[config.mk]
export PLATFORM = sky130hd
export DESIGN_NAME = jlrc_cell
export DESIGN_NICKNAME = d
export VERILOG_FILES = /design/src/rtl/jump_list_range_classifier_assert.svh /design/src/rtl/jlrc_pkg.sv /design/src/rtl/jlrc_cell.sv
export SDC_FILE = /design/constraint.sdc
export NUM_CORES = 1
export LEC_CHECK = 0
export BUFFER_PORTS_ARGS = -buffer_cell sky130_fd_sc_hd__buf_2
export CAP_MARGIN = 20
export CORE_ASPECT_RATIO = 0.9
export CORE_MARGIN = 10
export CORE_UTILIZATION = 25
export CTS_CLUSTER_DIAMETER = 200
export CTS_CLUSTER_SIZE = 16
export DETAILED_ROUTE_END_ITERATION = 12
export PLACE_DENSITY = 0.44
export SETUP_SLACK_MARGIN = 0.1
export SLEW_MARGIN = 15
export SYNTH_ARGS = -nofsm -noshare
export SYNTH_HDL_FRONTEND = slang
export SYNTH_SLANG_ARGS = --single-unit
[constraint.sdc]
create_clock -name clk -period 13.95 [get_ports clk]
set_input_delay 4.185 -clock clk [delete_from_list [all_inputs] [get_ports clk]]
set_output_delay 4.185 -clock clk [all_outputs]
set_load 0.03 [all_outputs]
[src/rtl/jump_list_range_classifier_assert.svh]
// Assertion macros for the jump list range classifier.
// Used by files that include it; needs a clk and rst in the including scope.
`ifndef JUMP_LIST_RANGE_CLASSIFIER_ASSERT_SVH
`define JUMP_LIST_RANGE_CLASSIFIER_ASSERT_SVH

`ifndef NO_ASSERTIONS
`define JLRC_CHECK(label, expr) \
  label: assert property (@(posedge clk) disable iff (rst) (expr)) \
    else $error("jlrc: check failed");
`define JLRC_CHECK_NEXT(label, ante, cons) \
  label: assert property (@(posedge clk) disable iff (rst) (ante) |=> (cons)) \
    else $error("jlrc: check failed");
`else
`define JLRC_CHECK(label, expr)
`define JLRC_CHECK_NEXT(label, ante, cons)
`endif

`endif

[src/rtl/jlrc_pkg.sv]
// Shared types and constants for the jump list range classifier.
// No dependencies.
package jlrc_pkg;

  localparam int TABLE_ENTRIES_DEF = 256;

  localparam logic [1:0] ACT_CLEAR  = 2'd0;
  localparam logic [1:0] ACT_APPEND = 2'd1;
  localparam logic [1:0] ACT_LOOKUP = 2'd2;

  localparam logic [1:0] KIND_NEAR      = 2'd0;
  localparam logic [1:0] KIND_FAR       = 2'd1;
  localparam logic [1:0] KIND_SEG_FIRST = 2'd2;
  localparam logic [1:0] KIND_OFS_FIRST = 2'd3;

  localparam logic [1:0] CLASS_NONE     = 2'd0;
  localparam logic [1:0] CLASS_PLAIN    = 2'd1;
  localparam logic [1:0] CLASS_OFS_HALF = 2'd2;
  localparam logic [1:0] CLASS_SEG_HALF = 2'd3;

  localparam logic [2:0] SIZE_NONE  = 3'd0;
  localparam logic [2:0] SIZE_WORD  = 3'd2;
  localparam logic [2:0] SIZE_DWORD = 3'd4;

  typedef struct packed {
    logic [1:0]  action;
    logic [15:0] segment;
    logic [15:0] offset;
    logic [15:0] length;
    logic [1:0]  kind;
  } cmd_t;

  typedef struct packed {
    logic               status;
    logic [1:0]         match_class;
    logic [2:0]         result_size;
    logic               start_flag;
    logic signed [15:0] other_half_distance;
  } res_t;

  // Stored range with end and midpoint precomputed at append time.
  typedef struct packed {
    logic [15:0] segment;
    logic [15:0] start;
    logic [16:0] end_ofs;
    logic [16:0] mid;
    logic [14:0] half;
    logic [1:0]  kind;
  } entry_t;

  // Lookup probe travelling down the cell row.
  typedef struct packed {
    logic               vld;
    logic [15:0]        segment;
    logic [15:0]        offset;
    logic               hit;
    logic [1:0]         match_class;
    logic [2:0]         result_size;
    logic               start_flag;
    logic signed [15:0] distance;
  } probe_t;

endpackage

[src/rtl/jlrc_cell.sv]
// One table slot: holds a single range and checks the passing probe against it.
// Depends on jlrc_pkg.
module jlrc_cell #(
  parameter int TABLE_ENTRIES = 256,
  parameter int INDEX         = 0
) (
  input  logic                                  clk,
  input  logic                                  rst,
  input  logic [$clog2(TABLE_ENTRIES+1)-1:0]    count,
  input  logic                                  wr_en,
  input  logic [$clog2(TABLE_ENTRIES)-1:0]      wr_idx,
  input  jlrc_pkg::entry_t                      wr_entry,
  input  jlrc_pkg::probe_t                      probe_in,
  output jlrc_pkg::probe_t                      probe_out
);
  import jlrc_pkg::*;

  localparam int CNT_W = $clog2(TABLE_ENTRIES + 1);
  localparam int IDX_W = $clog2(TABLE_ENTRIES);

  entry_t entry;
  probe_t probe_next;
  logic   in_range;
  logic   split;
  logic   first_half;
  logic   seg_half;

  always_ff @(posedge clk) begin
    if (wr_en && wr_idx == IDX_W'(INDEX)) begin
      entry <= wr_entry;
    end
  end

  always_comb begin
    split      = entry.kind[1];
    in_range   = (CNT_W'(INDEX) < count) && (entry.segment == probe_in.segment) &&
                 (probe_in.offset >= entry.start) &&
                 ({1'b0, probe_in.offset} < entry.end_ofs);
    first_half = {1'b0, probe_in.offset} < entry.mid;
    seg_half   = first_half != (entry.kind == KIND_OFS_FIRST);
    probe_next = probe_in;
    if (!probe_in.hit && in_range) begin
      probe_next.hit        = 1'b1;
      probe_next.start_flag = (probe_in.offset == entry.start) ||
                              (split && {1'b0, probe_in.offset} == entry.mid);
      if (!split) begin
        probe_next.match_class = CLASS_PLAIN;
        probe_next.result_size = (entry.kind == KIND_FAR) ? SIZE_DWORD : SIZE_WORD;
        probe_next.distance    = '0;
      end else begin
        probe_next.match_class = seg_half ? CLASS_SEG_HALF : CLASS_OFS_HALF;
        probe_next.result_size = SIZE_WORD;
        probe_next.distance    = first_half ? $signed({1'b0, entry.half})
                                            : $signed(16'd0 - {1'b0, entry.half});
      end
    end
  end

  // Only the valid bit is reset; the payload just follows it.
  always_ff @(posedge clk) begin
    if (rst) begin
      probe_out.vld <= 1'b0;
    end else begin
      probe_out.vld <= probe_in.vld;
    end
    probe_out.segment     <= probe_next.segment;
    probe_out.offset      <= probe_next.offset;
    probe_out.hit         <= probe_next.hit;
    probe_out.match_class <= probe_next.match_class;
    probe_out.result_size <= probe_next.result_size;
    probe_out.start_flag  <= probe_next.start_flag;
    probe_out.distance    <= probe_next.distance;
  end

endmodule
* Word-level counts from Yosys, hierarchy flattened
Cells that the tools add are included.
** Word-level totals
- Input port bits :: 159
- Output and inout port bits :: 56
- Logic and storage cells :: 40
- Flip-flop bits (word level) :: 139
** Operators by class
- Reduce and logical (&&, ||, !) cells :: 9
- Equal/unequal tests :: 6
- Mux-type cells :: 6
- $add $sub $neg :: 1
- Order comparisons :: 4
** Operators with widths (count)
- $lt 16x17->1 :: 2
- $eq 16x16->1 :: 2
- $mux 16 :: 2
- $mux 22 :: 1
- $eq 16x17->1 :: 1
- $ge 16x16->1 :: 1
- $sub 1x15->16 const A :: 1
- $lt 1x9->1 const A :: 1
- $logic_not 8->1 :: 1
- $logic_and 1x1->1 :: 6
- $mux 5 :: 1
- $mux 3 :: 1
- $eq 2x1->1 const B :: 1
- $eq 2x2->1 const B :: 1
- $logic_not 1->1 :: 1
- $logic_or 1x1->1 :: 1
- $mux 1 :: 1
- $ne 1x1->1 :: 1

* Longest topological paths before layout
- Word-level depth :: 6
- Depth in mapped cells :: 9
- Depth with buffers taken out :: 8

* Worst setup path before layout
Ideal clock, no wire load.
- Kind :: input-to-reg
- From :: input wr_idx[2]
- To :: register entry[0] (netlist bit), enable pin
- Setup time :: 738 ps
- Setup slack :: 836 ps
- Arrival :: 12376 ps
- Buffers on the path :: 0
- Cell stages on the path :: 3
- Cell sequence :: nor4_1 nand3b_1 nor4_1
** On the way
- Word-level cells in the longest chain between the ends :: 2
** Ends and longest elaborated chain
- start, declared :: line jlrc_cell.sv:11 : input logic [$clog2(TABLE_ENTRIES)-1:0] wr_idx,
- $logic_not 8->1 :: line jlrc_cell.sv:29 : if (wr_en && wr_idx == IDX_W'(INDEX)) begin
- $logic_and 1x1->1 :: line jlrc_cell.sv:29
- end signal, assigned :: line jlrc_cell.sv:30 : entry <= wr_entry;
- end, declared :: line jlrc_cell.sv:21 : entry_t entry;
No other way between the ends.
A chain may end at the register's enable or synchronous reset.

==> impl_results.md <==
- Switching power: 251 uW
- Tightest Pin Transition: 0.826 ns
- Vias per std cell: 4.38
- Distinct cells, synth: 53
- Syn Area/Cell: 12.5 um^2
- P_int: 714 uW
- Ports: 215
- Setup violators final: 0
- Clock tree buffer depth: 2
- Syn Nets: 687
- Leakage: 3.53 nW
- Status: finished clean
- RSZ-0062 raised after global routing: false
- PortBufs: 214
- Worst skew pair latency: 0.43 ns
- Initial core utilization: 0.255
- Clock slew at reported path FFs: 0.07 ns
- H-tree depth: 4
- 1st-iter DRT viols: 222
- Post_cts resized: 0
- Area growth syn-to-layout: 33.6%
- Ys async rst share: 0
- Synth top area share: 0.416
- Vias: 4463
- Hold/Removal Path Class: flip-flop to flip-flop
- DRC Markers: 0
- GRT Overall Usage: 0.116
- Worst relative slew slack: 0.449
- First-pass GRT wire length: 27600 um
- #FFs+latches synth: 139
- Routed WL: 17600 um
- Core ar.: 0.0235 mm^2
- FMAX: 152 MHz
- Gate Count Post-Synth: 480
- Register area share after synthesis: 0.603
- Post-synth EDFFs: 83
- Wirelength per Cell: 17.2 um
- Die area: 0.0306 mm^2
- Top-count cell post-synth: edfxtp_1
- CP endpoint kind: flip-flop
- Post-CTS setup buffer count: 0
- Critical path arrival: 6.96 ns
- Fin. max-slew vios: 0
- Ys Warns: 0
- Minimum clock period: 6.58 ns
- Max cap viols: 0
- N_diodes: 0
- Dominant synthesized flop cell: edfxtp_1
- Fin. Hold Viols: 0
- Worst EP required: 14.33 ns
- Die height: 167 um
- First-pass iteration count of the detailed router: 4
- Final ANT Viol Nets: 0
- Layout cells sized above 1: 0.379
- Synth top cells by count: edfxtp_1 (83), dfxtp_1 (56), inv_1 (56)
- Crit path launch type: input pin
- TritonCTS clock tree: yes
- Final nets: 912
- Cell accounting for the most synthesized area: edfxtp_1
- Gp weighted congestion: 0.770
- Die width: 183 um
- Fill count: 2408
- Clk pwr share: 0.460
- Hold Buf Count CTS: 0
- Sink Count: 139
- CP Max Fanout: 21
- Root buffer cell: clkbuf_16
- Floorplan row count: 53
- DP Cell Count: 988
- Initial antenna violation count: 2
- Post-Synthesis Cell Area: 0.00600 mm^2
- Tcrit/Tclk final: 0.472
- CTS buffer count: 17
- Comb power frac: 0.079
- Power density cells: 120 mW/mm^2
- Vias in the first global route: 5060
- Setup CP Type: input pin to flip-flop
- Largest net degree at the start of global routing: 84
- Non-filler cells, final: 1020
- Setup TNS: 0 ns
- Largest cells by area after synthesis: edfxtp_1 (42%), dfxtp_1 (19%), ha_1 (10%)
- Sequential power share: 0.461
- Skew final: 0.0134 ns
- Peak VDD IR: 0.0000530 V
- DP HPWL: 13700 um
- Sw Ratio: 0.260
- Total gr overflow: 0
## power by group through the flow
stage | Sequential [mW] | Combinational, mW | Clock, mW
finish | 0.445 | 0.0761 | 0.444
global route | 0.446 | 0.0845 | 0.475
CTS | 0.445 | 0.0781 | 0.460
detailed placement | 0.454 | 0.0776 | 0
global placement | 0.454 | 0.0764 | 0
floorplan | 0.472 | 0.0180 | 0
## registers in the layout, indices dropped and copies added (netlist names)
name and count:
probe_out 56, entry 83
## final timing paths
check	from	endpoint	slack, ns	depth (start not counted)
worst min register to register	entry[2]	probe_out[0]	0.59	2
worst max register to register	entry[32]	probe_out[5]	10.91	8
worst max-delay path	probe_in[36]	probe_out[5]	7.37	8
worst min-delay path	entry[2]	probe_out[0]	0.59	2
## routing by layer
layer	global-route usage	part of all wire	vias up
met4	0.0367	0.013	4
met1	0.137	0.43	2063
met2	0.185	0.46	162
li1	-	-	2212
met3	0.0531	0.087	22
met5	0	0.0019	-
## kinds of logic after synthesis
kind of cell,count (synthesis),synth area share
muxes,23,0.0415
buffers and inverters,68,0.0430
and+or+nand+nor,123,0.115
xor gates and xnor gates,16,0.0234
DFF,139,0.603
AOI/OAI and AO/OA,63,0.0741
adders and majority gates,48,0.100
## worst max-delay path, stage by stage
cell and delay, ns:
buf_2 0.13, ha_1 0.30, nand4b_1 0.19, nor4_1 0.61, o21a_1 0.69, o31ai_1 0.24, o311ai_0 0.37, mux2_2 0.22
## through the flow
stage	setup WS [ns]	area (um^2)	total power [mW]	util	hold WS, ns
2_1_floorplan	0.836	6000	0.490	-	0.529
3_3_place_gp	7.06	7440	0.531	0.317	0.578
3_5_place_dp	6.90	7440	0.532	0.317	0.580
4_1_cts	7.34	8010	0.983	0.341	0.596
5_1_grt	7.10	8010	1.01	0.341	0.660
6_report	7.37	8010	0.965	0.341	0.590
## final cells by class
type	instances	area, um^2	share of cell area
sequential	139	3610	0.451
multi-input combinational	273	2140	0.267
timing repair buffer	218	1100	0.138
clock buffer	17	425	0.0531
tap	302	378	0.0472
inverter	56	210	0.0262
clock inverter	15	143	0.0178
## layout by cell type, fill, tap and decap left out, drive strengths merged, types with 3 or more instances in the layout
cell type	n
nand4	11
nand3	11
edfxtp	83
nor4	10
a21o	4
a211oi	3
xnor2	13
buf	218
o211ai	5
or3	5
inv	68
ha	48
xor2	3
nand2b	6
dfxtp	56
o21ai	9
a21oi	14
nor2	11
nor3	9
clkbuf	17
and2	4
mux2i	8
nor2b	8
or4	12
a311oi	3
mux2	15
nand2	27
o21a	4
o311ai	7
No activity file was read; power rests on OpenSTA's default activity.
